<file path="config.mk">
export PLATFORM = sky130hd
export DESIGN_NAME = pulse_coded_packet_transmitter_core
export DESIGN_NICKNAME = d
export VERILOG_FILES = /design/src/sv/pcpt_pkg.sv /design/src/sv/pcpt_csr.sv /design/src/sv/pcpt_engine.sv /design/src/sv/pcpt_out_reg.sv /design/src/sv/pulse_coded_packet_transmitter_core.sv
export SDC_FILE = /design/constraint.sdc
export NUM_CORES = 1
export LEC_CHECK = 0
export BUFFER_PORTS_ARGS = -buffer_cell sky130_fd_sc_hd__buf_2
export CORE_ASPECT_RATIO = 1.75
export CORE_MARGIN = 2
export CORE_UTILIZATION = 55
export CTS_CLUSTER_DIAMETER = 40
export CTS_CLUSTER_SIZE = 16
export DETAILED_ROUTE_END_ITERATION = 8
export GPL_ROUTABILITY_DRIVEN = 1
export GPL_TIMING_DRIVEN = 0
export HOLD_SLACK_MARGIN = 0.02
export PLACE_DENSITY_LB_ADDON = 0.3
export SETUP_SLACK_MARGIN = 0.15
export SLEW_MARGIN = 25
export SYNTH_ARGS = -nofsm -noshare
export SYNTH_HDL_FRONTEND = slang
export SYNTH_HIERARCHICAL = 1
export SYNTH_SLANG_ARGS = --single-unit
</file>
<file path="constraint.sdc">
create_clock -name clock -period 3.3 [get_ports clock]
set_input_delay 0.165 -clock clock [delete_from_list [all_inputs] [get_ports clock]]
set_output_delay 0.165 -clock clock [all_outputs]
set_load 0.01 [all_outputs]
</file>
<file path="src/sv/pcpt_pkg.sv">
// Shared types and constants for the pulse coded packet transmitter.
`default_nettype none

package pcpt_pkg;

   // Defaults for the top-level parameters
   localparam int FRAME_BITS_DEF  = 7;
   localparam int TIMER_WIDTH_DEF = 24;
   // Widest frame the frame builder supports
   localparam int FRAME_MAX       = 8;

   // Register file layout
   localparam int REG_W = 24;
   localparam int IDX_W = 3;

   localparam logic [IDX_W-1:0] REG_SHORT_PULSE = 3'd0;
   localparam logic [IDX_W-1:0] REG_LONG_PULSE  = 3'd1;
   localparam logic [IDX_W-1:0] REG_ZERO_GAP    = 3'd2;
   localparam logic [IDX_W-1:0] REG_ONE_GAP     = 3'd3;
   localparam logic [IDX_W-1:0] REG_COOLDOWN    = 3'd4;

   localparam logic [REG_W-1:0] SHORT_PULSE_RST = 24'd1200;
   localparam logic [REG_W-1:0] LONG_PULSE_RST  = 24'd3200;
   localparam logic [REG_W-1:0] ZERO_GAP_RST    = 24'd100000;
   localparam logic [REG_W-1:0] ONE_GAP_RST     = 24'd200000;
   localparam logic [REG_W-1:0] COOLDOWN_RST    = 24'd1500000;

   // Request status codes
   localparam logic [1:0] ST_NONE     = 2'd0;
   localparam logic [1:0] ST_ACCEPTED = 2'd1;
   localparam logic [1:0] ST_COOLDOWN = 2'd2;
   localparam logic [1:0] ST_BUSY     = 2'd3;

   // Input kind carried in tuser
   localparam logic FUNC_TICK = 1'b0;
   localparam logic FUNC_SEND = 1'b1;

   typedef struct packed {
      logic [REG_W-1:0] short_pulse_ticks;
      logic [REG_W-1:0] long_pulse_ticks;
      logic [REG_W-1:0] zero_gap_ticks;
      logic [REG_W-1:0] one_gap_ticks;
      logic [REG_W-1:0] cooldown_ticks;
   } cfg_type;

   typedef struct packed {
      logic       trigger_level;
      logic       busy_res;
      logic [1:0] request_status;
      logic       frame_done;
   } result_type;

endpackage

`default_nettype wire

</file>
<file path="src/sv/pcpt_csr.sv">
// Configuration register file for the transmitter timing values.
`default_nettype none

module pcpt_csr (
   input  wire                        clock,
   input  wire                        reset,
   input  wire                        csr_valid,
   output logic                       csr_ready,
   input  wire  [pcpt_pkg::IDX_W-1:0] csr_index,
   input  wire  [pcpt_pkg::REG_W-1:0] csr_wdata,
   output pcpt_pkg::cfg_type          cfg
);
   import pcpt_pkg::*;

   cfg_type cfg_ff;
   logic    wr;

   assign csr_ready = 1'b1;
   assign wr        = csr_valid & csr_ready;
   assign cfg       = cfg_ff;

   // Register writes; unknown indexes are dropped
   always_ff @(posedge clock) begin
      if (reset) begin
         cfg_ff.short_pulse_ticks <= SHORT_PULSE_RST;
         cfg_ff.long_pulse_ticks  <= LONG_PULSE_RST;
         cfg_ff.zero_gap_ticks    <= ZERO_GAP_RST;
         cfg_ff.one_gap_ticks     <= ONE_GAP_RST;
         cfg_ff.cooldown_ticks    <= COOLDOWN_RST;
      end else if (wr) begin
         case (csr_index)
            REG_SHORT_PULSE: cfg_ff.short_pulse_ticks <= csr_wdata;
            REG_LONG_PULSE:  cfg_ff.long_pulse_ticks  <= csr_wdata;
            REG_ZERO_GAP:    cfg_ff.zero_gap_ticks    <= csr_wdata;
            REG_ONE_GAP:     cfg_ff.one_gap_ticks     <= csr_wdata;
            REG_COOLDOWN:    cfg_ff.cooldown_ticks    <= csr_wdata;
            default: ;
         endcase
      end
   end

endmodule

`default_nettype wire

</file>
<file path="src/sv/pcpt_engine.sv">
// Sequencer: phase timers, frame shifter and cooldown; one request per acc cycle.
`default_nettype none

module pcpt_engine #(
   parameter int FRAME_BITS  = pcpt_pkg::FRAME_BITS_DEF,
   parameter int TIMER_WIDTH = pcpt_pkg::TIMER_WIDTH_DEF
) (
   input  wire                  clock,
   input  wire                  reset,
   input  wire                  acc,
   input  wire                  func,
   input  wire  [2:0]           sym_code,
   input  wire  [1:0]           intensity,
   input  pcpt_pkg::cfg_type    cfg,
   output pcpt_pkg::result_type res
);
   import pcpt_pkg::*;

   localparam int BL_W = $clog2(FRAME_BITS + 1);

   typedef enum logic [2:0] {
      PH_IDLE = 3'd0,
      PH_Z_P1 = 3'd1,
      PH_Z_G1 = 3'd2,
      PH_Z_P2 = 3'd3,
      PH_Z_G2 = 3'd4,
      PH_O_P  = 3'd5,
      PH_O_G  = 3'd6
   } phase_type;

   phase_type              phase_ff,    phase_in;
   logic [FRAME_BITS-1:0]  shift_ff,    shift_in;
   logic [BL_W-1:0]        bits_ff,     bits_in;
   logic [TIMER_WIDTH-1:0] timer_ff,    timer_in;
   logic [TIMER_WIDTH-1:0] cool_ff,     cool_in;

   logic [FRAME_MAX-1:0]   frame_word;
   logic [FRAME_BITS-1:0]  next_shift;
   logic [BL_W-1:0]        bits_dec;
   logic [1:0]             status;
   logic                   done;

   // Zero duration acts as one tick
   function automatic logic [TIMER_WIDTH-1:0] dur(input logic [REG_W-1:0] r);
      logic [TIMER_WIDTH-1:0] v;
      v = TIMER_WIDTH'(r);
      return (v == '0) ? TIMER_WIDTH'(1) : v;
   endfunction

   function automatic logic [TIMER_WIDTH-1:0] phase_len(input phase_type ph,
                                                        input cfg_type c);
      logic [TIMER_WIDTH-1:0] t;
      case (ph)
         PH_Z_P1, PH_Z_P2: t = dur(c.short_pulse_ticks);
         PH_Z_G1, PH_Z_G2: t = dur(c.zero_gap_ticks);
         PH_O_P:           t = dur(c.long_pulse_ticks);
         PH_O_G:           t = dur(c.one_gap_ticks);
         default:          t = '0;
      endcase
      return t;
   endfunction

   // Start, code, intensity, stop; truncated to the frame width
   assign frame_word = (FRAME_MAX'(1) << (FRAME_BITS - 1))
                     | {{(FRAME_MAX-6){1'b0}}, sym_code, intensity, 1'b1};
   assign next_shift = shift_ff << 1;
   assign bits_dec   = (bits_ff != '0) ? bits_ff - BL_W'(1) : bits_ff;

   // Next state for one request
   always_comb begin
      phase_in = phase_ff;
      shift_in = shift_ff;
      bits_in  = bits_ff;
      timer_in = timer_ff;
      cool_in  = cool_ff;
      status   = ST_NONE;
      done     = 1'b0;
      if (func == FUNC_SEND) begin
         if (phase_ff != PH_IDLE) begin
            status = ST_BUSY;
         end else if (cool_ff != '0) begin
            status = ST_COOLDOWN;
         end else begin
            status   = ST_ACCEPTED;
            shift_in = frame_word[FRAME_BITS-1:0];
            bits_in  = BL_W'(FRAME_BITS);
            cool_in  = TIMER_WIDTH'(cfg.cooldown_ticks);
            phase_in = frame_word[FRAME_BITS-1] ? PH_O_P : PH_Z_P1;
            timer_in = phase_len(phase_in, cfg);
         end
      end else begin
         if (cool_ff != '0) cool_in = cool_ff - TIMER_WIDTH'(1);
         if (phase_ff != PH_IDLE) begin
            if (timer_ff > TIMER_WIDTH'(1)) begin
               timer_in = timer_ff - TIMER_WIDTH'(1);
            end else begin
               case (phase_ff)
                  PH_Z_P1: phase_in = PH_Z_G1;
                  PH_Z_G1: phase_in = PH_Z_P2;
                  PH_Z_P2: phase_in = PH_Z_G2;
                  PH_O_P:  phase_in = PH_O_G;
                  PH_Z_G2, PH_O_G: begin
                     // End of a bit: shift and either stop or start the next
                     shift_in = next_shift;
                     bits_in  = bits_dec;
                     if (bits_dec == '0) begin
                        phase_in = PH_IDLE;
                        done     = 1'b1;
                     end else begin
                        phase_in = next_shift[FRAME_BITS-1] ? PH_O_P : PH_Z_P1;
                     end
                  end
                  default: phase_in = PH_IDLE;
               endcase
               timer_in = phase_len(phase_in, cfg);
            end
         end
      end
   end

   // Result seen after this request
   always_comb begin
      res.trigger_level  = (phase_in == PH_Z_P1) || (phase_in == PH_Z_P2)
                        || (phase_in == PH_O_P);
      res.busy_res       = (phase_in != PH_IDLE);
      res.request_status = status;
      res.frame_done     = done;
   end

   // State registers
   always_ff @(posedge clock) begin
      if (reset) begin
         phase_ff <= PH_IDLE;
         shift_ff <= '0;
         bits_ff  <= '0;
         timer_ff <= '0;
         cool_ff  <= '0;
      end else if (acc) begin
         phase_ff <= phase_in;
         shift_ff <= shift_in;
         bits_ff  <= bits_in;
         timer_ff <= timer_in;
         cool_ff  <= cool_in;
      end
   end

   // A request with sequencer idle and cooldown over starts a frame
   a_start: assert property (@(posedge clock) disable iff (reset)
      acc && func == FUNC_SEND && phase_ff == PH_IDLE && cool_ff == '0
      |=> phase_ff != PH_IDLE && bits_ff == BL_W'(FRAME_BITS))
      else $error("accepted send did not start a frame");

   // Bit counter runs exactly while a frame is on the line
   a_bits: assert property (@(posedge clock) disable iff (reset)
      (phase_ff == PH_IDLE) == (bits_ff == '0))
      else $error("bit counter out of step with phase");

   // An active phase always has time left
   a_timer: assert property (@(posedge clock) disable iff (reset)
      phase_ff != PH_IDLE |-> timer_ff != '0)
      else $error("phase timer empty during a phase");

endmodule

`default_nettype wire

</file>
<file path="src/sv/pcpt_out_reg.sv">
// Result register between the sequencer and the response channel.
`default_nettype none

module pcpt_out_reg (
   input  wire                  clock,
   input  wire                  reset,
   input  wire                  load,
   input  pcpt_pkg::result_type res,
   output logic                 room,
   output logic                 rsp_tvalid,
   input  wire                  rsp_tready,
   output logic [7:0]           rsp_tdata,
   output logic                 rsp_tlast
);
   import pcpt_pkg::*;

   logic       valid_ff;
   result_type data_ff;

   // Free when empty or being drained this cycle
   assign room       = !valid_ff || rsp_tready;
   assign rsp_tvalid = valid_ff;
   assign rsp_tdata  = {4'b0000, data_ff.request_status, data_ff.busy_res,
                        data_ff.trigger_level};
   assign rsp_tlast  = data_ff.frame_done;

   always_ff @(posedge clock) begin
      if (reset) begin
         valid_ff <= 1'b0;
      end else if (load) begin
         valid_ff <= 1'b1;
      end else if (rsp_tready) begin
         valid_ff <= 1'b0;
      end
   end

   always_ff @(posedge clock) begin
      if (load) data_ff <= res;
   end

   // Never overwrite a result that is still waiting
   a_no_overrun: assert property (@(posedge clock) disable iff (reset)
      valid_ff && !rsp_tready |-> !load)
      else $error("result overwritten before it was taken");

   // A loaded result is presented next cycle
   a_present: assert property (@(posedge clock) disable iff (reset)
      load |=> rsp_tvalid)
      else $error("loaded result not presented");

   // A result leaves only when taken or replaced
   a_hold: assert property (@(posedge clock) disable iff (reset)
      valid_ff && !rsp_tready |=> valid_ff)
      else $error("pending result dropped");

endmodule

`default_nettype wire

</file>
<file path="src/sv/pulse_coded_packet_transmitter_core.sv">
// Top level of the pulse coded packet transmitter.
//
//  channel | dir | handshake               | payload
//  req     | in  | req_tvalid / req_tready | tdata code+intensity, tuser func
//  rsp     | out | rsp_tvalid / rsp_tready | tdata trigger,busy,status; tlast done
//  csr     | in  | csr_valid / csr_ready   | csr_index, csr_wdata
//
// One request per clock while req_tready is high; its result appears next cycle.
// The sequencer state and the result register are the only pipeline stages.
// Reset (synchronous, active high) loads the register defaults and idles the line.
// req_tready drops only while a result sits unclaimed and rsp_tready is low.
// csr_ready is always high.
`default_nettype none

module pulse_coded_packet_transmitter_core #(
   parameter int FRAME_BITS  = pcpt_pkg::FRAME_BITS_DEF,
   parameter int TIMER_WIDTH = pcpt_pkg::TIMER_WIDTH_DEF
) (
   input  wire                        clock,
   input  wire                        reset,
   input  wire                        req_tvalid,
   output logic                       req_tready,
   input  wire  [7:0]                 req_tdata,  // [2:0] sym_code, [4:3] intensity
   input  wire                        req_tuser,  // [0] func
   output logic                       rsp_tvalid,
   input  wire                        rsp_tready,
   output logic [7:0]                 rsp_tdata,  // [0] trigger_level, [1] busy_res,
                                                  // [3:2] request_status
   output logic                       rsp_tlast,  // frame_done
   input  wire                        csr_valid,
   output logic                       csr_ready,
   input  wire  [pcpt_pkg::IDX_W-1:0] csr_index,
   input  wire  [pcpt_pkg::REG_W-1:0] csr_wdata
);
   import pcpt_pkg::*;

   cfg_type    cfg;
   result_type res;
   logic       room;
   logic       acc;

   assign req_tready = room;
   assign acc        = req_tvalid & req_tready;

   pcpt_csr u_csr (
      .clock     (clock),
      .reset     (reset),
      .csr_valid (csr_valid),
      .csr_ready (csr_ready),
      .csr_index (csr_index),
      .csr_wdata (csr_wdata),
      .cfg       (cfg)
   );

   pcpt_engine #(
      .FRAME_BITS  (FRAME_BITS),
      .TIMER_WIDTH (TIMER_WIDTH)
   ) u_engine (
      .clock        (clock),
      .reset        (reset),
      .acc          (acc),
      .func         (req_tuser),
      .sym_code     (req_tdata[2:0]),
      .intensity    (req_tdata[4:3]),
      .cfg          (cfg),
      .res          (res)
   );

   pcpt_out_reg u_out (
      .clock      (clock),
      .reset      (reset),
      .load       (acc),
      .res        (res),
      .room       (room),
      .rsp_tvalid (rsp_tvalid),
      .rsp_tready (rsp_tready),
      .rsp_tdata  (rsp_tdata),
      .rsp_tlast  (rsp_tlast)
   );

endmodule

`default_nettype wire
</file>
==> key figures, run 1 <==
Detailed routing
  • # DRC: 0
  • Vias per cell: 6.39
  • First drt pass iteration count: 7
  • Remaining antenna violation count after routing: 0
  • Avg WL per Cell: between 20 and 25 um
  • Total Routed Length: 34,000 um
  • Vias: between 9,000 and 10,000
  • Starting DRT DRC Count: between 900 and 1,000

Final layout
  • Most common cell after layout, fill and taps aside: dfxtp_1
  • NumNets Final: between 1,000 and 1,500
  • Area grow syn2layout: 13.3%
  • Design area: ~0.011 mm2
  • Post-Layout Cell Count: roughly 1,400
  • Most frequent cells in the layout: dfxtp_1 (179), mux2i_1 (125), nand2b_1 (120)
  • Fill count: 1,567
  • Share of post-route cells with drive strength above 1: 12.9%
  • Antenna cell count: 0

Synthesis
  • Mapped Avg Cell Area: approximately 8.8 um2
  • Synth Area in Compound Gates: ~16%
  • Ys Warns: 6
  • Async SR Flop Fraction: 0%
  • Count of different cell masters after synthesis: 74
  • XOR/XNOR Fraction of Synth Area: less than 1%
  • Seq/Total Area, Yosys: approximately two fifths
  • EDFF count, synth: 5
  • Post-synthesis simple-gate area fraction: between 20 and 25%
  • Synth Area in Adders: less than 1%
  • Area leader, netlist: dfxtp_1
  • Synth area leaders: dfxtp_1 (37%), mux2i_1 (13%), nand2b_1 (7.8%)
  • Ys flop type: dfxtp_1
  • Post-Syn Area: slightly below 0.01 mm2
  • Mux cell area share after synthesis: between 10% and 20%
  • Mapped Cells: approximately 1,100
  • Flop and latch count out of synthesis: 186
  • Main combinational cell family by area after synthesis: simple AND/OR/NAND/NOR gates
  • Top-area cell type share of the netlist area: a little under two fifths

Critical path
  • Crit Path Max Fanout: 10
  • Critical Path Sink Type: flop
  • Critical Path Max Stage Delay: 0.78 ns
  • WP data required: 3.63 ns
  • Max stage delay cell, worst path: a222oi_1
  • CP Data Arrival Time: between 3 and 4 ns
  • Crit Path Category: flop to flop
  • CP Cell Sequence: inv_1 -> ha_1 -> ha_2 -> nor4bb_4 -> o31ai_4 -> o21a_2 -> clkbuf_4 -> a222oi_1 -> a21oi_1 -> a221o_1
  • CP Launch Type: flop

Timing
  • Final period util: a little over nine tenths
  • Final Skew: roughly 0.0096 ns
  • Pins Over Slew Limit: 0
  • RSZ-0062 raised after global routing: no
  • Final setup viols: 0
  • Hold Fails Final Rpt: 0
  • Crit path time final: 3.10 ns
  • Setup TNS: 0 ns
  • Worst Setup Slack, final: approximately 0.2 ns
  • Peak Freq: ~320 MHz
  • Slew HR: between 30% and 40%
  • Worst slew pin tran: ~1.0 ns

Worst hold path
  • Hold Crit Class: input pin to flop

CTS
  • TritonCTS clock tree: built
  • H-tree depth: 4
  • CTS Buffer Depth: 2
  • Root Buffer: clkbuf_16
  • Clock buffers created by TritonCTS: 17
  • Clk_lat worst skew: approximately 0.44 ns
  • CTS Sinks: roughly 190
  • Worst-path clk slew: ~0.070 ns

Global route
  • Vias in the first global route: just under 9,000
  • First-pass GRT wire length: roughly 50,000 um
  • Pin count of the biggest net entering global routing: 17
  • Gr usage total: 35.8%
  • GRT Residual Overflow: 0
  • Initial antenna violation count: 0

Floorplanning
  • Die Span Y: 179 um
  • Chip Width: about 100 um
  • Core area: between 0.015 and 0.02 mm2
  • IO Pins: 53
  • Initial core utilization: a little under three fifths
  • Rows: between 60 and 70
  • Die Area: 0.0187 mm2

Place
  • Post-detail-place hpwl: 25,100 um
  • Final Wtd Congestion: ~1
  • Cell count after placement: ~1,400
  • Pre-CTS setup slack: -0.184 ns
  • Port buffer count: 44
  • Placed Area: around 0.010 mm2

Power and ir drop
  • Pleak: ~4.5 nW
  • Pwr Density: between 700 and 800 mW/mm2
  • Total power: slightly above 8 mW
  • Worst VDD drop: roughly 0.00049 V

Status
  • Status: finished, final reports clean

Flow run
  • Max-cap violations: 0
[logic make-up (layout without fill, tap and decap cells)]
group | count (synthesis) | count (layout)
fa+ha+maj | 7 | 7
compound gates | 229 | 229
buf+inv | 98 | 189
mux | 127 | 127
flops | 186 | 186
simple gates | 437 | 437
xor+xnor | 11 | 11
other cells | 2 | 5
[per-layer routing]
layer	wire (um)	part of all wire, %	vias to the layer above	GRT usage, %
met3	1840	5.4	143	5.15
met4	3390	10	0	30.4
met1	12200	36	4306	38.7
li1	-	-	4165	-
met2	16600	49	469	61.0
met5	0	0	-	0
[stage by stage]
stage / hold slack, ns / utilization [%]
after floorplan: 0.227 / -
after global placement: 0.445 / 58.7
after detailed placement: 0.452 / 58.7
after CTS: 0.0204 / 62.6
after global routing: 0.0213 / 63.1
final: 0.0233 / 63.1
[worst paths after layout]
kind / slack (ns) / startpoint / end / depth (start not counted)
min: 0.02 / csr_wdata[11] / u_csr/cfg[35] / 3
min reg2reg: 0.48 / u_csr/cfg[12] / u_csr/cfg[12] / 2
max reg2reg: 0.20 / u_engine/bits_ff[0] / u_engine/timer_ff[10] / 10
max: 0.20 / u_engine/bits_ff[0] / u_engine/timer_ff[10] / 10
[report_power, final]
part / switching, mW / total (mW) / internal [mW]
logic: 2.40 / 3.61 / 1.22
clock network: 0.941 / 2.03 / 1.09
registers: 0.175 / 2.60 / 2.42
total: 3.51 / 8.24 / 4.73
[timing repair]
item | 4_1_cts | 5_1_grt
pin swaps | 3 | 7
endpoints found under the hold margin | 5 | 0
setup endpoints to repair | 7 | 25
resized for setup | 8 | 10
hold buffers | 6 | 0
buffers inserted | 1 | 8
[flip-flops by register name, summed over array words and instances, names as in the netlist]
| signal | flops |
|---|---|
| u_csr/cfg | 120 |
| u_engine/bits_ff | 3 |
| u_out/rsp_tdata | 4 |
| u_engine/cool_ff | 24 |
| u_engine/shift_ff | 6 |
| u_out/rsp_tlast | 1 |
| u_out/rsp_tvalid | 1 |
| u_engine/timer_ff | 24 |
| u_engine/phase_ff | 3 |
[layout make-up]
cell class | count | area (um2) | area share [%]
timing repair buffer | 59 | 348 | 3.17
multi-input combinational | 816 | 5500 | 50.2
sequential | 186 | 3780 | 34.5
inverter | 14 | 52.6 | 0.480
clock buffer | 20 | 457 | 4.17
buffer | 84 | 425 | 3.88
clock inverter | 12 | 113 | 1.03
tap | 231 | 289 | 2.64
[synthesized netlist by cell type (3+ instances only)]
cell and number:
nor4b_1 3, nand2_1 59, or4_1 7, nor2b_1 5, buf_4 16, xnor2_1 3, mux2i_1 125, nor3_1 24
edfxtp_1 5, nor4_1 41, a221oi_1 4, a22oi_1 14, nor2_1 106, a21o_1 5, o21a_1 5, nand4bb_1 4
inv_1 13, nand2b_1 120, a21oi_1 50, or3_1 6, o21ai_0 57, and4_1 4, a221o_1 16, and3_1 4
a222oi_1 9, o31ai_1 10, a31oi_1 8, buf_6 3, or3b_2 4, a22o_1 7, ha_1 7, dfxtp_1 181
nand4_1 11, a211oi_1 20, nor4bb_1 3, clkbuf_1 46, nand3_1 22, buf_2 18, xor2_1 8, o21ai_1 3
[critical path: cells and delay by family (launching register included)]
family / cells / cell delay [ns]
buf+inv: 2 / 0.26
flops: 1 / 0.38
fa+ha+maj: 2 / 0.41
simple gates: 1 / 0.36
compound gates: 5 / 1.57
Power figures use the tool's default switching activity.
==> run 2, diff against run 1 <==
--- a/config.mk
+++ b/config.mk
@@ -6,9 +6,12 @@
 export NUM_CORES = 1
 export LEC_CHECK = 0
 export BUFFER_PORTS_ARGS = -buffer_cell sky130_fd_sc_hd__buf_2
+export CELL_PAD_IN_SITES_DETAIL_PLACEMENT = 0
+export CELL_PAD_IN_SITES_GLOBAL_PLACEMENT = 2
 export CORE_ASPECT_RATIO = 1.75
 export CORE_MARGIN = 2
-export CORE_UTILIZATION = 55
+export CORE_UTILIZATION = 38
+export CTS_BUF_LIST = sky130_fd_sc_hd__clkbuf_16
 export CTS_CLUSTER_DIAMETER = 40
 export CTS_CLUSTER_SIZE = 16
 export DETAILED_ROUTE_END_ITERATION = 8
==> run 2 against run 1 <==
  * Global-route usage down 8.4 points
  * Utilization down 19 points
  * Sequential cell count unchanged
  * Highest routed layer unchanged
  * Register-to-register slack about the same
  * Wire length up 8.3%
  * Sequential power about the same
==> key figures, run 2 (synthesis results as in run 1) <==
Status
  • Status: finished, final reports clean (unchanged)

Critical path
  • CP Launch Type: flop (unchanged)
  • CP most frequent cell: buf_4
  • R2r startpoint: u_engine/bits_ff[0] (unchanged)
  • CP Data Arrival Time: 3.42 ns (was 3.43 ns)
  • CP bufs+invs: 3 (was 2)
  • CP Cell Sequence: inv_1 -> ha_1 -> ha_2 -> nor4bb_4 -> o31ai_2 -> buf_4 -> o21a_2 -> buf_4 -> a222oi_1 -> a21oi_1 -> a221o_1 (was inv_1 -> ha_1 -> ha_2 -> nor4bb_4 -> o31ai_4 -> o21a_2 -> clkbuf_4 -> a222oi_1 -> a21oi_1 -> a221o_1)
  • Crit. Startpoint: u_engine/bits_ff[0] (unchanged)
  • Crit Path Category: flop to flop (unchanged)
  • Crit Path Max Fanout: 10 (unchanged)
  • R2r worst-path depth: 11 (was 10)
  • Setup crit end: u_engine/timer_ff[10] (unchanged)
  • R2r endpoint: u_engine/timer_ff[10] (unchanged)
  • Worst path top cell family by delay: compound AO/OA/AOI/OAI gates (unchanged)
  • WP depth: 11 (was 10)
  • Max stage delay cell, worst path: a222oi_1 (unchanged)
  • Critical Path Max Stage Delay: 0.67 ns (was 0.78 ns)
  • Critical Path Sink Type: flop (unchanged)
  • WP data required: 3.63 ns (about the same)
  • Reg-to-reg slack, setup: 0.21 ns (was 0.20 ns)

Detailed routing
  • Met2 WL post-DR: 18,700 um (was 16,600 um)
  • Total Routed Length: 36,800 um (was 34,000 um)
  • WL met3: 1480 um (was 1840 um)
  • First drt pass iteration count: 7 (unchanged)
  • M1 WL: 13,400 um (was 12,200 um)
  • Starting DRT DRC Count: 866 (was 940)
  • Remaining antenna violation count after routing: 0 (unchanged)
  • # DRC: 0 (unchanged)
  • Vias: 8,903 (was 9,083)
  • Vias per cell: 5.91 (was 6.39)
  • Top sig layer: met4 (unchanged)
  • Avg WL per Cell: 24.4 um (was 23.9 um)

CTS
  • Worst-path clk slew: 0.07 ns (about the same)
  • H-tree depth: 4 (unchanged)
  • TritonCTS clock tree: built (unchanged)
  • CTS Buffer Depth: 2 (unchanged)
  • CTS Sinks: 186 (unchanged)
  • Root Buffer: clkbuf_16 (unchanged)
  • Clock buffers created by TritonCTS: 17 (unchanged)
  • Clk_lat worst skew: 0.45 ns (was 0.44 ns)

Floorplanning
  • IO Pins: 53 (unchanged)
  • Rows: 77 (was 64)
  • Chip Width: 125 um (was 104 um)
  • Initial core utilization: 38.5% (was 55.7%)
  • Die Area: 0.0268 mm2 (was 0.0187 mm2)
  • Core area: 0.0251 mm2 (was 0.0174 mm2)
  • Die Span Y: 215 um (was 179 um)

Final layout
  • Fill count: 2,529 (was 1,567)
  • NumNets Final: 1,225 (was 1,226)
  • Largest register FFs: 120 (unchanged)
  • Post-Layout Cell Count: 1,506 (was 1,422)
  • Sequential Area: 0.00378 mm2 (unchanged)
  • Antenna cell count: 0 (unchanged)
  • Share of post-route cells with drive strength above 1: 12.4% (was 12.9%)
  • Post-layout util: 44.0% (was 63.1%)
  • Area grow syn2layout: 14.4% (was 13.3%)
  • Multi-input gate area: 0.00550 mm2 (about the same)
  • Most common cell after layout, fill and taps aside: dfxtp_1 (unchanged)
  • Most frequent cells in the layout: dfxtp_1 (179), mux2i_1 (125), nand2b_1 (120) (unchanged)

Global route
  • Initial antenna violation count: 0 (unchanged)
  • GRT Residual Overflow: 0 (unchanged)
  • First-pass GRT wire length: 55,100 um (was 50,900 um)
  • Gr usage total: 27.5% (was 35.8%)
  • Pin count of the biggest net entering global routing: 17 (unchanged)
  • Vias in the first global route: 8,845 (was 8,796)

Place
  • Final Wtd Congestion: 0.860 (was 1.00)
  • Post-detail-place hpwl: 28,200 um (was 25,100 um)
  • Port buffer count: 44 (unchanged)
  • Pre-CTS setup slack: -0.0973 ns (was -0.184 ns)
  • Cell count after placement: 1,461 (was 1,375)

Timing
  • Slew HR: 39.1% (was 33.0%)
  • Setup TNS: 0 ns (unchanged)
  • Hold Fails Final Rpt: 0 (unchanged)
  • Final setup viols: 0 (unchanged)
  • RSZ-0062 raised after global routing: no (unchanged)
  • Peak Freq: 324 MHz (was 322 MHz)
  • Crit path time final: 3.09 ns (was 3.10 ns)
  • Final Skew: 0.0134 ns (was 0.00956 ns)
  • Worst slew pin tran: 0.914 ns (was 0.997 ns)
  • Final period util: 93.6% (was 94.0%)
  • Worst Setup Slack, final: 0.210 ns (was 0.197 ns)
  • Pins Over Slew Limit: 0 (unchanged)

Worst hold path
  • Hold Crit Class: input pin to flop (unchanged)
  • Hold Path Origin: csr_wdata[17] (was csr_wdata[11])

Power and ir drop
  • Pwr Density: 755 mW/mm2 (was 752 mW/mm2)
  • Pleak: 4.51 nW (about the same)
  • Total power: 8.36 mW (was 8.24 mW)
  • Worst VDD drop: 0.000463 V (was 0.000486 V)

Flow run
  • Max-cap violations: 0 (unchanged)
-- run 2: changes by cell type in the layout (fill, tap and decap cells not counted), moves of 2 or more --
| cell | change |
|---|---|
| buf_4 | -5 |
| dlygate4sd3_1 | +5 |
| clkbuf_8 | -2 |
| inv_1 | +2 |
| inv_6 | +2 |
-- run 2: layer usage --
metal	up-vias	global-route usage, %
li1	4158	-
met5	-	0
met1	4288	28.3
met2	344	48.8
met4	0	21.8
met3	113	4.31
-- run 2: timing repair --
action / 4_1_cts / 5_1_grt
endpoints found under the hold margin: 14 / 0
pin swaps: 3 / 5
setup buffers: 1 / 1
setup endpoints to repair: 14 / 9
resized for setup: 10 / 7
hold buffers: 11 / 0
-- run 2: how the worst min path moves through the flow --
stage / slack (ns) / to / cells past startpoint
2_1_floorplan: 0.23 / u_out/rsp_tvalid / 1
3_3_place_gp: 0.45 / u_csr/cfg[6] / 3
3_5_place_dp: 0.46 / u_out/rsp_tvalid / 3
4_1_cts: 0.02 / u_csr/cfg[18] / 3
5_1_grt: 0.08 / u_csr/cfg[15] / 3
6_report: 0.04 / u_csr/cfg[41] / 3
-- run 2: cell type report --
class / instances / area share, %
flip-flops and latches: 186 / 34.1
well taps: 316 / 3.57
plain buffers: 84 / 3.84
clock inverters: 14 / 1.07
multi-input cells: 816 / 49.7
repair buffers: 58 / 3.19
inverters: 14 / 0.475
clock buffers: 18 / 4.07
-- run 2: worst register-to-register path, cell delays in order, from the launching register on --
cell and delay (ns):
dfxtp_4 0.38, inv_1 0.05, ha_1 0.20, ha_2 0.21, nor4bb_4 0.34, o31ai_2 0.12
buf_4 0.20, o21a_2 0.18, buf_4 0.19, a222oi_1 0.67, a21oi_1 0.14, a221o_1 0.29
-- run 2: power breakdown --
part           internal [mW]  switching (mW)
Combinational           1.20            2.51
Clock                   1.09           0.961
Sequential              2.42           0.182
Total                   4.71            3.65
-- run 2: per-stage QoR --
| step | hold WS, ns | instance area (um2) |
|---|---|---|
| 2_1_floorplan | 0.227 | 9690 |
| 3_3_place_gp | 0.450 | 10300 |
| 3_5_place_dp | 0.463 | 10300 |
| 4_1_cts | 0.0218 | 11000 |
| 5_1_grt | 0.0758 | 11100 |
| 6_report | 0.0449 | 11100 |
==> run 3, diff against run 2 <==
--- a/config.mk
+++ b/config.mk
@@ -5,12 +5,13 @@
 export SDC_FILE = /design/constraint.sdc
 export NUM_CORES = 1
 export LEC_CHECK = 0
+export ABC_AREA = 1
 export BUFFER_PORTS_ARGS = -buffer_cell sky130_fd_sc_hd__buf_2
 export CELL_PAD_IN_SITES_DETAIL_PLACEMENT = 0
 export CELL_PAD_IN_SITES_GLOBAL_PLACEMENT = 2
 export CORE_ASPECT_RATIO = 1.75
 export CORE_MARGIN = 2
-export CORE_UTILIZATION = 38
+export CORE_UTILIZATION = 35
 export CTS_BUF_LIST = sky130_fd_sc_hd__clkbuf_16
 export CTS_CLUSTER_DIAMETER = 40
 export CTS_CLUSTER_SIZE = 16
@@ -23,5 +24,4 @@
 export SLEW_MARGIN = 25
 export SYNTH_ARGS = -nofsm -noshare
 export SYNTH_HDL_FRONTEND = slang
-export SYNTH_HIERARCHICAL = 1
 export SYNTH_SLANG_ARGS = --single-unit
==> run 3 against run 2 <==
  * Synthesized cell count increased by 23%
  * Critical path type unchanged
  * Maximum frequency increased by 7.0%
  * Synthesized area decreased by 2.8%
  * Non-clock buffer count decreased by 17
  * Utilization decreased by 3.8 points
  * Power decreased by 31%
  * Cell area decreased by 3.8%
  * Sequential share of layout area increased by 1.3 points
  * Clock power about the same
  * Largest power group is now sequential cells
  * Global-route usage decreased by 0.77 points
  * Hold slack improved by 0.017 ns
  * Clock skew decreased by 0.0035 ns
==> key figures, run 3 <==
Power and ir drop
  • Worst VDD drop: 0.000388 V (was 0.000463 V)
  • Pleak: 4.50 nW (was 4.51 nW)
  • Pwr Density: 539 mW/mm2 (was 755 mW/mm2)
  • Total power: 5.74 mW (was 8.36 mW)

Timing
  • Worst slew pin tran: 0.898 ns (was 0.914 ns)
  • Final setup viols: 0 (unchanged)
  • Final Skew: 0.00988 ns (was 0.0134 ns)
  • Peak Freq: 346 MHz (was 324 MHz)
  • Pins Over Slew Limit: 0 (unchanged)
  • Final period util: 87.5% (was 93.6%)
  • RSZ-0062 raised after global routing: no (unchanged)
  • Crit path time final: 2.89 ns (was 3.09 ns)
  • Setup TNS: 0 ns (unchanged)
  • Hold Fails Final Rpt: 0 (unchanged)
  • Slew HR: 40.1% (was 39.1%)

CTS
  • Post-CTS Setup Repair Bufs: 0 (was 1)
  • Worst-path clk slew: 0.07 ns (about the same)
  • CTS Buffer Depth: 2 (unchanged)
  • Clk_lat worst skew: 0.46 ns (was 0.45 ns)
  • Clock buffers created by TritonCTS: 17 (unchanged)
  • CTS Sinks: 186 (unchanged)
  • H-tree depth: 4 (unchanged)
  • TritonCTS clock tree: built (unchanged)
  • Root Buffer: clkbuf_16 (unchanged)

Synthesis
  • Top-area cell type share of the netlist area: 38.5% (was 37.5%)
  • Synth area leaders: dfxtp_1 (39%), nand2_1 (9.4%), o21ai_0 (9.2%) (was dfxtp_1 (37%), mux2i_1 (13%), nand2b_1 (7.8%))
  • Area leader, netlist: dfxtp_1 (unchanged)
  • Flop and latch count out of synthesis: 186 (unchanged)
  • Post-Syn Area: 0.00940 mm2 (was 0.00967 mm2)
  • Count of different cell masters after synthesis: 43 (was 74)
  • Most common cell in the netlist: nand2_1 (was dfxtp_1)
  • Ys flop type: dfxtp_1 (unchanged)
  • Ys Warns: 0 (was 6)
  • Post-synth top cells: nand2_1 (236), nor2_1 (195), dfxtp_1 (181), o21ai_0 (173), inv_1 (118) (was dfxtp_1 (181), mux2i_1 (125), nand2b_1 (120), nor2_1 (106), nand2_1 (59))
  • EDFF count, synth: 5 (unchanged)
  • Seq/Total Area, Yosys: 40.1% (was 39.0%)
  • Mapped Avg Cell Area: 6.97 um2 (was 8.82 um2)
  • Mapped Cells: 1,350 (was 1,097)
  • Async SR Flop Fraction: 0% (unchanged)

Critical path
  • Crit Path Category: flop to flop (unchanged)
  • CP Data Arrival Time: 3.28 ns (was 3.42 ns)
  • Max stage delay cell, worst path: dfxtp_1 (was a222oi_1)
  • Crit Path Max Fanout: 10 (unchanged)
  • Critical Path Sink Type: flop (unchanged)
  • Critical Path Max Stage Delay: 0.35 ns (was 0.67 ns)
  • WP data required: 3.69 ns (was 3.63 ns)
  • CP Cell Sequence: inv_1 -> ha_1 -> ha_1 -> inv_1 -> nand2_1 -> nand2_1 -> nand3_1 -> nand3_1 -> nand3_1 -> a21oi_1 -> buf_2 -> nand2_1 -> o211ai_1 -> nand2_1 -> a21oi_2 (was inv_1 -> ha_1 -> ha_2 -> nor4bb_4 -> o31ai_2 -> buf_4 -> o21a_2 -> buf_4 -> a222oi_1 -> a21oi_1 -> a221o_1)
  • CP most frequent cell: nand2_1 (was buf_4)
  • CP Launch Type: flop (unchanged)

Floorplanning
  • Die Span Y: 221 um (was 215 um)
  • Chip Width: 128 um (was 125 um)
  • Core area: 0.0265 mm2 (was 0.0251 mm2)
  • Initial core utilization: 35.5% (was 38.5%)
  • Die Area: 0.0282 mm2 (was 0.0268 mm2)
  • Rows: 79 (was 77)
  • IO Pins: 53 (unchanged)

Place
  • Placed Area: 0.0100 mm2 (was 0.0103 mm2)
  • Post-detail-place hpwl: 29,400 um (was 28,200 um)
  • Port buffer count: 42 (was 44)
  • Final Wtd Congestion: 0.881 (was 0.860)

Global route
  • GRT Residual Overflow: 0 (unchanged)
  • Vias in the first global route: 9,119 (was 8,845)
  • Pin count of the biggest net entering global routing: 17 (unchanged)
  • First-pass GRT wire length: 55,400 um (was 55,100 um)
  • Gr usage total: 26.7% (was 27.5%)
  • Initial antenna violation count: 0 (unchanged)

Detailed routing
  • Vias: 9,373 (was 8,903)
  • First drt pass iteration count: 5 (was 7)
  • Vias per cell: 5.33 (was 5.91)
  • Starting DRT DRC Count: 715 (was 866)
  • # DRC: 0 (unchanged)
  • Remaining antenna violation count after routing: 0 (unchanged)
  • Avg WL per Cell: 21.3 um (was 24.4 um)
  • Total Routed Length: 37,400 um (was 36,800 um)

Final layout
  • Most frequent cells in the layout: nand2_1 (236), nor2_1 (195), dfxtp_1 (181) (was dfxtp_1 (179), mux2i_1 (125), nand2b_1 (120))
  • NumNets Final: 1,468 (was 1,225)
  • Antenna cell count: 0 (unchanged)
  • Share of post-route cells with drive strength above 1: 11.1% (was 12.4%)
  • Largest register FFs: 120 (unchanged)
  • Fill count: 2,921 (was 2,529)
  • Most common cell after layout, fill and taps aside: nand2_1 (was dfxtp_1)
  • Design area: 0.0107 mm2 (was 0.0111 mm2)
  • Area grow syn2layout: 13.3% (was 14.4%)

Flow run
  • Max-cap violations: 0 (unchanged)

Worst hold path
  • Hold Crit Class: input pin to flop (unchanged)

Status
  • Status: finished, final reports clean (unchanged)
run 3: cell count changes in the layout (fill, tap and decap cells not counted), sizes merged, moves of 78 or more:
cell | before | now
mux2i | 125 | 6
o21ai | 60 | 183
a21oi | 51 | 129
nor2 | 106 | 208
nand2 | 59 | 240
nand2b | 121 | 0
inv | 20 | 128
run 3: area by class of cell:
| cell class | count | area, um2 | area share (%) |
|---|---|---|---|
| multi-input combinational | 965 | 4830 | 45.3 |
| sequential | 186 | 3770 | 35.4 |
| inverter | 125 | 469 | 4.40 |
| clock buffer | 17 | 425 | 3.99 |
| tap | 324 | 405 | 3.80 |
| buffer | 77 | 348 | 3.26 |
| timing repair buffer | 48 | 270 | 2.54 |
| clock inverter | 15 | 134 | 1.26 |
run 3: repair_timing:
item / CTS / global route
hold endpoints to repair: 6 / 0
gates resized for setup: 0 / 0
hold buffers: 6 / 0
setup endpoints to repair: 0 / 0
run 3: worst paths after layout:
kind | start | endpoint | slack [ns] | cells after the start
min reg2reg | u_csr.cfg[11] | u_csr.cfg[11] | 0.45 | 2
min | csr_wdata[5] | u_csr.cfg[101] | 0.06 | 3
max | u_engine.bits_ff[0] | u_engine.timer_ff[3] | 0.41 | 15
max reg2reg | u_engine.bits_ff[0] | u_engine.timer_ff[3] | 0.41 | 15
run 3: critical path, delay by kind of cell (launching register included):
kind | cells | cell delay [ns]
adders and majority gates | 2 | 0.42
buffers and inverters | 3 | 0.48
AOI/OAI and AO/OA | 3 | 0.73
and+or+nand+nor | 7 | 0.84
DFF | 1 | 0.35
run 3: routing by layer:
metal  track usage [%]  share of wire (%)  up-vias
met5                 0                  0        -
met4              15.5                6.2        0
met3              3.80                3.1       79
met2              49.4                 53      246
met1              28.2                 38     4435
li1                  -                  -     4613
run 3: through the flow:
step                      setup slack [ns]  cells  util (%)  hold WS, ns
after floorplan                       1.31   1353         -        0.291
after global placement               0.450   1719      37.9        0.434
after detailed placement             0.453   1719      37.9        0.438
after CTS                            0.432   1757      40.2       0.0438
after global routing                 0.276   1757      40.2       0.0620
final                                0.413   1757      40.2       0.0618
run 3: cell families (layout without fill, tap and decap cells):
kind of cell / Yosys count / after routing / share of synthesized area, %
AOI/OAI and AO/OA: 367 / 367 / 22.4
xor gates and xnor gates: 22 / 22 / 2.05
adders and majority gates: 7 / 7 / 0.931
buffers and inverters: 202 / 282 / 8.69
DFF: 186 / 186 / 40.1
muxes: 6 / 6 / 0.639
other: 2 / 5 / 0.0799
and+or+nand+nor: 558 / 558 / 25.1
run 3: where the power goes:
group	leakage, nW	internal, mW	total (mW)	switching (mW)
Sequential	1.53	2.37	2.49	0.112
Combinational	2.69	0.370	1.21	0.835
Clock	0.282	1.10	2.05	0.947
